**src/hw/rtl/allm_pkg.sv**
```systemverilog
// Shared types and constants for the array linked list manager.
package allm_pkg;

  // Fixed widths of the node index and payload fields on the ports.
  localparam int IDX_OUT_W = 6;
  localparam int VAL_OUT_W = 32;

  // Request kinds carried in req_type.
  typedef enum logic [1:0] {
    REQ_INSERT = 2'd0,
    REQ_REMOVE = 2'd1,
    REQ_NEXT   = 2'd2,
    REQ_LAST   = 2'd3
  } req_kind_t;

endpackage

```
**src/hw/rtl/array_linked_list_manager.sv**
```systemverilog
// Linked list manager over a node store, with a free list through the unused nodes.
//
//  channel | direction | handshake            | word
//  --------+-----------+----------------------+-------------------------------------------
//  request | in        | in_valid / in_stall  | req_type, at_head, after_index, item_value
//  result  | out       | out_valid / out_stall| ok, node_index, index_valid, node_value,
//          |           |                      | list_empty, list_full
//
// Each request takes its turn on the single read and single write port of the link
// memory. A request refused on arrival goes straight to the result word, and last
// follows links from the head until null or the limit of NODE_COUNT-1 links. The next
// request can be taken in the cycle after the result word is loaded.
// After reset a clearing pass chains every node into the free list; in_stall stays
// high until it ends. A held result word does not stop the next request being taken;
// the block waits only when it must hand over a new result word.
module array_linked_list_manager #(
  parameter int NODE_COUNT  = 64,
  parameter int VALUE_WIDTH = 32
) (
  input  logic                              clk,
  input  logic                              rst,
  input  logic                              in_valid,
  output logic                              in_stall,
  input  logic [1:0]                        req_type,
  input  logic                              at_head,
  input  logic [allm_pkg::IDX_OUT_W-1:0]    after_index,
  input  logic [allm_pkg::VAL_OUT_W-1:0]    item_value,
  output logic                              out_valid,
  input  logic                              out_stall,
  output logic                              ok,
  output logic [allm_pkg::IDX_OUT_W-1:0]    node_index,
  output logic                              index_valid,
  output logic [allm_pkg::VAL_OUT_W-1:0]    node_value,
  output logic                              list_empty,
  output logic                              list_full
);

  // Index width, link width (one more code for null) and the width used for range checks.
  localparam int IW = (NODE_COUNT > 1) ? $clog2(NODE_COUNT) : 1;
  localparam int LW = $clog2(NODE_COUNT + 1);
  localparam int AW = (LW > allm_pkg::IDX_OUT_W) ? LW : allm_pkg::IDX_OUT_W;
  localparam logic [LW-1:0] NULL_LINK = LW'(NODE_COUNT);

  typedef enum logic [4:0] {
    S_CLEAR,
    S_IDLE,
    S_INS_RD,
    S_INS_LINK,
    S_INS_AFTER,
    S_INS_FIX,
    S_REM_RD,
    S_REM_AFT,
    S_REM_SUCC,
    S_REM_UNLINK,
    S_REM_FREE,
    S_NXT_RD,
    S_NXT_RES,
    S_LAST_RD,
    S_LAST_WALK,
    S_LAST_RES,
    S_DONE
  } state_t;

  state_t                 state;
  logic [IW-1:0]          clr_idx;
  logic [IW-1:0]          steps;
  logic [LW-1:0]          list_head;
  logic [LW-1:0]          free_head;
  logic [LW-1:0]          cur;
  logic [LW-1:0]          after_lk;
  logic                   head_req;
  logic [VALUE_WIDTH-1:0] item;
  logic                   res_ok;
  logic [LW-1:0]          res_idx;
  logic [VALUE_WIDTH-1:0] res_val;

  // Node store: links and payloads, each with registered read data.
  logic [LW-1:0]          link_mem [NODE_COUNT];
  logic [VALUE_WIDTH-1:0] value_mem [NODE_COUNT];
  logic [LW-1:0]          link_q;
  logic [VALUE_WIDTH-1:0] value_q;

  logic                   link_we;
  logic [IW-1:0]          link_waddr;
  logic [LW-1:0]          link_wdata;
  logic [IW-1:0]          link_raddr;
  logic                   val_we;
  logic [IW-1:0]          val_raddr;

  logic [AW-1:0]          after_wide;
  logic                   after_ok;
  logic                   head_ok;
  logic                   free_ok;
  logic                   link_ok;
  logic                   res_idx_ok;
  logic                   accept;
  logic                   out_free;

  assign in_stall   = (state != S_IDLE);
  assign accept     = in_valid && !in_stall;
  assign out_free   = !out_valid || !out_stall;
  assign after_wide = AW'(after_index);
  assign after_ok   = after_wide < AW'(NODE_COUNT);
  assign head_ok    = list_head < NULL_LINK;
  assign free_ok    = free_head < NULL_LINK;
  assign link_ok    = link_q < NULL_LINK;
  assign res_idx_ok = res_idx < NULL_LINK;

  // Memory port control for each step of the sequencer.
  always_comb begin
    link_we    = 1'b0;
    link_waddr = cur[IW-1:0];
    link_wdata = link_q;
    link_raddr = cur[IW-1:0];
    val_we     = 1'b0;
    val_raddr  = cur[IW-1:0];
    unique case (state)
      S_CLEAR: begin
        // Node i links to i+1; the last node's link comes out as the null code.
        link_we    = 1'b1;
        link_waddr = clr_idx;
        link_wdata = LW'(clr_idx) + LW'(1);
      end
      S_INS_RD: begin
        val_we = 1'b1;
      end
      S_INS_LINK: begin
        if (head_req) begin
          link_we    = 1'b1;
          link_wdata = list_head;
        end else begin
          link_raddr = after_lk[IW-1:0];
        end
      end
      S_INS_AFTER: begin
        link_we = 1'b1;
      end
      S_INS_FIX: begin
        link_we    = 1'b1;
        link_waddr = after_lk[IW-1:0];
        link_wdata = cur;
      end
      S_REM_AFT, S_NXT_RD: begin
        link_raddr = after_lk[IW-1:0];
      end
      S_REM_SUCC: begin
        link_raddr = link_q[IW-1:0];
      end
      S_REM_UNLINK: begin
        if (!head_req) begin
          link_we    = 1'b1;
          link_waddr = after_lk[IW-1:0];
        end
      end
      S_REM_FREE: begin
        link_we    = 1'b1;
        link_wdata = free_head;
      end
      S_LAST_WALK: begin
        link_raddr = link_q[IW-1:0];
        if (link_ok) begin
          val_raddr = link_q[IW-1:0];
        end
      end
      default: begin
      end
    endcase
  end

  // Link memory.
  always_ff @(posedge clk) begin
    if (link_we) begin
      link_mem[link_waddr] <= link_wdata;
    end
    link_q <= link_mem[link_raddr];
  end

  // Payload memory.
  always_ff @(posedge clk) begin
    if (val_we) begin
      value_mem[cur[IW-1:0]] <= item;
    end
    value_q <= value_mem[val_raddr];
  end

  // Sequencer, list pointers and the result word register.
  always_ff @(posedge clk) begin
    if (rst) begin
      state     <= S_CLEAR;
      clr_idx   <= '0;
      list_head <= NULL_LINK;
      free_head <= '0;
      out_valid <= 1'b0;
    end else begin
      if (out_valid && !out_stall && state != S_DONE) begin
        out_valid <= 1'b0;
      end
      unique case (state)
        S_CLEAR: begin
          clr_idx <= clr_idx + IW'(1);
          if (clr_idx == IW'(NODE_COUNT - 1)) begin
            state <= S_IDLE;
          end
        end
        S_IDLE: begin
          if (accept) begin
            head_req <= at_head;
            after_lk <= LW'(after_wide);
            item     <= VALUE_WIDTH'(item_value);
            steps    <= '0;
            res_val  <= '0;
            unique case (allm_pkg::req_kind_t'(req_type))
              allm_pkg::REQ_INSERT: begin
                cur <= free_head;
                if (!free_ok || (!at_head && !after_ok)) begin
                  res_ok  <= 1'b0;
                  res_idx <= NULL_LINK;
                  state   <= S_DONE;
                end else begin
                  res_ok  <= 1'b1;
                  res_idx <= free_head;
                  state   <= S_INS_RD;
                end
              end
              allm_pkg::REQ_REMOVE: begin
                cur <= list_head;
                if (!head_ok || (!at_head && !after_ok)) begin
                  res_ok  <= 1'b0;
                  res_idx <= NULL_LINK;
                  state   <= S_DONE;
                end else begin
                  res_ok  <= 1'b1;
                  res_idx <= list_head;
                  state   <= at_head ? S_REM_RD : S_REM_AFT;
                end
              end
              allm_pkg::REQ_NEXT: begin
                if (!after_ok) begin
                  res_ok  <= 1'b0;
                  res_idx <= NULL_LINK;
                  state   <= S_DONE;
                end else begin
                  res_ok <= 1'b1;
                  state  <= S_NXT_RD;
                end
              end
              allm_pkg::REQ_LAST: begin
                cur <= list_head;
                if (!head_ok) begin
                  res_ok  <= 1'b0;
                  res_idx <= NULL_LINK;
                  state   <= S_DONE;
                end else begin
                  res_ok <= 1'b1;
                  state  <= S_LAST_RD;
                end
              end
            endcase
          end
        end
        // Insert: take the free head, then link it in.
        S_INS_RD: begin
          state <= S_INS_LINK;
        end
        S_INS_LINK: begin
          free_head <= link_q;
          if (head_req) begin
            list_head <= cur;
            state     <= S_DONE;
          end else begin
            state <= S_INS_AFTER;
          end
        end
        S_INS_AFTER: begin
          state <= S_INS_FIX;
        end
        S_INS_FIX: begin
          state <= S_DONE;
        end
        // Remove: find the victim, bypass it, push it on the free list.
        S_REM_RD: begin
          state <= S_REM_UNLINK;
        end
        S_REM_AFT: begin
          state <= S_REM_SUCC;
        end
        S_REM_SUCC: begin
          cur <= link_q;
          if (link_ok) begin
            res_idx <= link_q;
            state   <= S_REM_UNLINK;
          end else begin
            res_ok  <= 1'b0;
            res_idx <= NULL_LINK;
            state   <= S_DONE;
          end
        end
        S_REM_UNLINK: begin
          if (head_req) begin
            list_head <= link_q;
          end
          state <= S_REM_FREE;
        end
        S_REM_FREE: begin
          free_head <= cur;
          res_val   <= value_q;
          state     <= S_DONE;
        end
        // Next: report the link of the given node.
        S_NXT_RD: begin
          state <= S_NXT_RES;
        end
        S_NXT_RES: begin
          res_ok  <= link_ok;
          res_idx <= link_q;
          state   <= S_DONE;
        end
        // Last: follow links from the head until null or the step limit.
        S_LAST_RD: begin
          state <= S_LAST_WALK;
        end
        S_LAST_WALK: begin
          if (!link_ok) begin
            res_idx <= cur;
            state   <= S_LAST_RES;
          end else begin
            cur   <= link_q;
            steps <= steps + IW'(1);
            if (steps == IW'(NODE_COUNT - 2)) begin
              res_idx <= link_q;
              state   <= S_LAST_RES;
            end
          end
        end
        // The payload of the node found arrives in the cycle after the walk ends.
        S_LAST_RES: begin
          res_val <= value_q;
          state   <= S_DONE;
        end
        S_DONE: begin
          if (out_free) begin
            out_valid   <= 1'b1;
            ok          <= res_ok;
            index_valid <= res_idx_ok;
            node_index  <= res_idx_ok ? allm_pkg::IDX_OUT_W'(res_idx) : '0;
            node_value  <= allm_pkg::VAL_OUT_W'(res_val);
            list_empty  <= !head_ok;
            list_full   <= !free_ok;
            state       <= S_IDLE;
          end
        end
        default: begin
          state <= S_IDLE;
        end
      endcase
    end
  end

endmodule

```
**config.mk**
```make
export PLATFORM = sky130hd
export DESIGN_NAME = array_linked_list_manager
export DESIGN_NICKNAME = d
export VERILOG_FILES = /design/src/hw/rtl/allm_pkg.sv /design/src/hw/rtl/array_linked_list_manager.sv
export SDC_FILE = /design/constraint.sdc
export NUM_CORES = 2
export LEC_CHECK = 0
export BUFFER_PORTS_ARGS = -buffer_cell sky130_fd_sc_hd__buf_2
export CAP_MARGIN = 40
export CORE_ASPECT_RATIO = 1.4
export CORE_MARGIN = 2
export CORE_UTILIZATION = 45
export DETAILED_ROUTE_END_ITERATION = 10
export PLACE_DENSITY_LB_ADDON = 0.12
export SYNTH_ARGS = -nofsm -noshare
export SYNTH_HDL_FRONTEND = slang
export SYNTH_SLANG_ARGS = --single-unit
```
**constraint.sdc**
```tcl
create_clock -name clk -period 5.74 [get_ports clk]
set_input_delay 0.574 -clock clk [delete_from_list [all_inputs] [get_ports clk]]
set_output_delay 0.574 -clock clk [all_outputs]
set_load 0.05 [all_outputs]
```
==> impl_metrics.toml <==
[outcome]
outcome = "complete, no violations"

[clocking]
clkLatencyLatePin_ns = 0.85
cts_resized = 0
cts-root-buf = "clkbuf_16"
cts_buffers = 269
clockBufferDepth = 4
cts.clk_slew.worst_paths_ns = 0.06
cts_sinks = 2695
htree_levels = 5
cts_tree = "built"

[worst_setup_path]
worstReg2RegEnd = "value_q[23]"
r2r-start = "state[4]"
rrSetupSlack_ns = 0.90
critPathMaxFanout = 42
reg2reg_depth = 12
worstSetupEndpointType = "register"
critPathRequiredTime_ns = 6.45
worstSetupPathType = "register to register"
crit_arrival_ns = 5.55
start_kind = "register"

[final_layout]
layout-drive-gt1-share_pct = 23.86
fillers = 18265
areaGrowthSynthToFinish_pct = 14.46
seqCellArea_sq_um = 80280
instances_no_fill = 8740
layout.nets = 5532
multi_input_area_sq_um = 22750

[global_route]
grt_max_degree = 98
grt_pass1_vias = 53173
overflow = 0
antenna_found_initial = 23
grt_usage_pct = 24.52
grt_pass1_wl_mm = 407.0

[drt]
via_count = 52774
ant_nets = 0
drt-initial-drc-count = 5978
drc = 0
routed_wl_mm = 289.1
wl_per_cell_um = 33.08
drt-pass1-iter-count = 10
via_per_inst = 6.038

[min_path]
hold_path_depth = 4
hold_end = "state[0]"
hold_path.startpoint = "in_valid"
hp-class = "primary input to register"

[timing]
period_needed_ns = 4.840
fmax_mhz = 206.6
hold_viol = 0
setup_ws_ns = 0.9004
finalSetupTns_ns = 0
hold_slack_ns = 0.1704
skew_ns = 0.06673
setup_violations = 0
finalCritPeriodShare_pct = 84.31
tightest_slew_ns = 0.9076
grt_setup_unrepaired = "false"
slew_viol_final = 0
maxSlewHeadroom_pct = 39.35

[synthesis]
synth_cell_types = 72
synth_top_family_by_area = "multiplexers"
syn_avg_cell_area_sq_um = 20.41
synth_area_sq_um = 103900
synth-edff-count = 2630
synthCells = 5089
seq_area_frac_synth_pct = 77.28
muxShareOfSynthArea_pct = 15.02
ys.flop_type = "edfxtp_1"
synth.net_count = 5137
ys_ff_latch = 2695
synth-warning-count = 0
yosys.area_share.simple_pct = 3.449
synth_compound_area_share_pct = 2.656
synth_adder_area_share_pct = 0.03614
synth_xor_area_share_pct = 0.1433
synthArstFlopShare_pct = 0

[floorplan]
die-area_sq_um = 234700
io_pins = 89
die_w_um = 410.1
rows = 208
initial_core_util_pct = 45.25
core_sq_um = 229500
die_h_um = 572.5

[pwr]
leakagePower_nw = 38.37
power.density_nw_per_um2 = 322.6
max-vdd-ir-drop_v = 0.0002456

[placed_design]
post-place-ws_ns = 1.016
place_congestion = 0.8451
dp_cells = 8218
io_buffers = 88
hpwl_mm = 170.7

[run]
maxCapViolCount = 0
==> power by group <==
group | leakage, nW | internal, mW | switching [mW]
clock | 4.03 | 9.48 | 7.35
sequential | 24.3 | 21.3 | 0.00763
combinational | 10.1 | 0.0491 | 0.133
==> registers in the layout (all words and copies together), names as in the netlist, 32 cells and up <==
name        cells
value_q        32
value_mem    2048
res_val        32
item           32
node_value     32
link_mem      448
==> layout make-up <==
type | count | share of cell area (%)
antenna | 12 | 0.02526
clock buffer | 358 | 6.177
clock inverter | 112 | 0.7451
inverter | 24 | 0.07577
multi-input combinational | 2089 | 19.13
sequential | 2695 | 67.52
tap | 3045 | 3.204
timing repair buffer | 405 | 3.121
==> per-layer routing <==
metal / share of wire [%] / track usage, % / vias up
met3: 6.7 / 3.289 / 412
met2: 50 / 40.99 / 2038
met5: 0.0045 / 0 / -
met4: 2.4 / 5.823 / 2
met1: 41 / 34.40 / 28506
li1: - / - / 21816
==> cell families after synthesis <==
family | count (synthesis)
compound gates | 391
xor+xnor | 17
fa+ha+maj | 3
buf+inv | 305
flops | 2695
mux | 902
simple gates | 776
==> timing repair <==
action,in CTS,in global routing
buffers inserted,0,0
hold buffers,40,0
hold endpoints to repair,40,0
==> placed cells by master, fill, tap and decap left out, types with 10 or more instances in the layout <==
master            n
a211oi_1         25
a21oi_1          30
a22oi_1          16
a311oi_1         41
a31oi_1          13
a41oi_1          13
and2_1           34
and3_1           26
buf_12           58
buf_2            90
buf_4           209
bufinv_16        10
clkbuf_1         69
clkbuf_16       276
clkbuf_8         13
clkinv_1         43
clkinv_2         38
dfxtp_1          65
diode_2          12
dlygate4sd3_1    40
edfxtp_1       2630
inv_1            23
mux2_2           12
mux2i_1         363
mux4_2          524
nand2_1         305
nand2b_1         13
nand3_1          93
nor2_1          127
nor2_4           67
nor3b_1          10
o21ai_0          36
o22ai_1         138
o2bb2ai_1        10
or4_1            38
xor2_1           11
==> synthesized netlist by cell type, types with 15 or more instances <==
| library cell | number | share of area [%] |
|---|---|---|
| dfxtp_1 | 65 | 1.3 |
| nor2_1 | 193 | 0.70 |
| a22oi_1 | 16 | 0.12 |
| buf_1 | 50 | 0.18 |
| a211oi_1 | 25 | 0.18 |
| nand2_1 | 311 | 1.1 |
| edfxtp_1 | 2630 | 76 |
| and3_1 | 26 | 0.16 |
| mux4_2 | 524 | 11 |
| a311oi_1 | 41 | 0.35 |
| buf_2 | 48 | 0.23 |
| o22ai_1 | 140 | 0.84 |
| buf_6 | 28 | 0.30 |
| or4_1 | 38 | 0.27 |
| clkbuf_1 | 140 | 0.51 |
| inv_1 | 23 | 0.083 |
| buf_4 | 15 | 0.11 |
| and2_1 | 34 | 0.20 |
| o21ai_0 | 36 | 0.17 |
| a21oi_1 | 30 | 0.14 |
| mux2i_1 | 366 | 3.5 |
| nand3_1 | 94 | 0.45 |
==> metrics by stage <==
step | power [mW] | area (sq um) | util [%]
after detailed placement | 21.93 | 110200 | 48.03
final | 38.36 | 118900 | 51.80
after global placement | 21.93 | 109800 | 47.84
after floorplan | 21.84 | 103900 | -
after global routing | 39.38 | 118900 | 51.79
after CTS | 38.66 | 118900 | 51.79
==> how the worst max path moves through the flow <==
stage                     depth (start not counted)           to  startpoint  slack, ns
after floorplan                                   5  index_valid    state[1]       0.99
after global placement                           10  value_q[10]    state[4]       0.86
after detailed placement                         12  value_q[23]    state[4]       1.02
after CTS                                        12  value_q[23]    state[4]       0.99
after global routing                             12  value_q[23]    state[4]       0.71
final                                            12  value_q[23]    state[4]       0.90
==> worst max-delay path, cell delays in order, from the launching register on <==
cell and delay, ns:
dfxtp_1 0.52, nor3b_4 0.51, nand3_4 0.22, nor2_4 0.22
buf_4 0.26, mux2i_4 0.34, buf_12 0.34, buf_4 0.48
mux4_2 0.37, mux2i_1 0.38, o22ai_1 0.33, buf_4 0.23
or4_1 0.38
No activity file was read; power rests on OpenSTA's default activity.
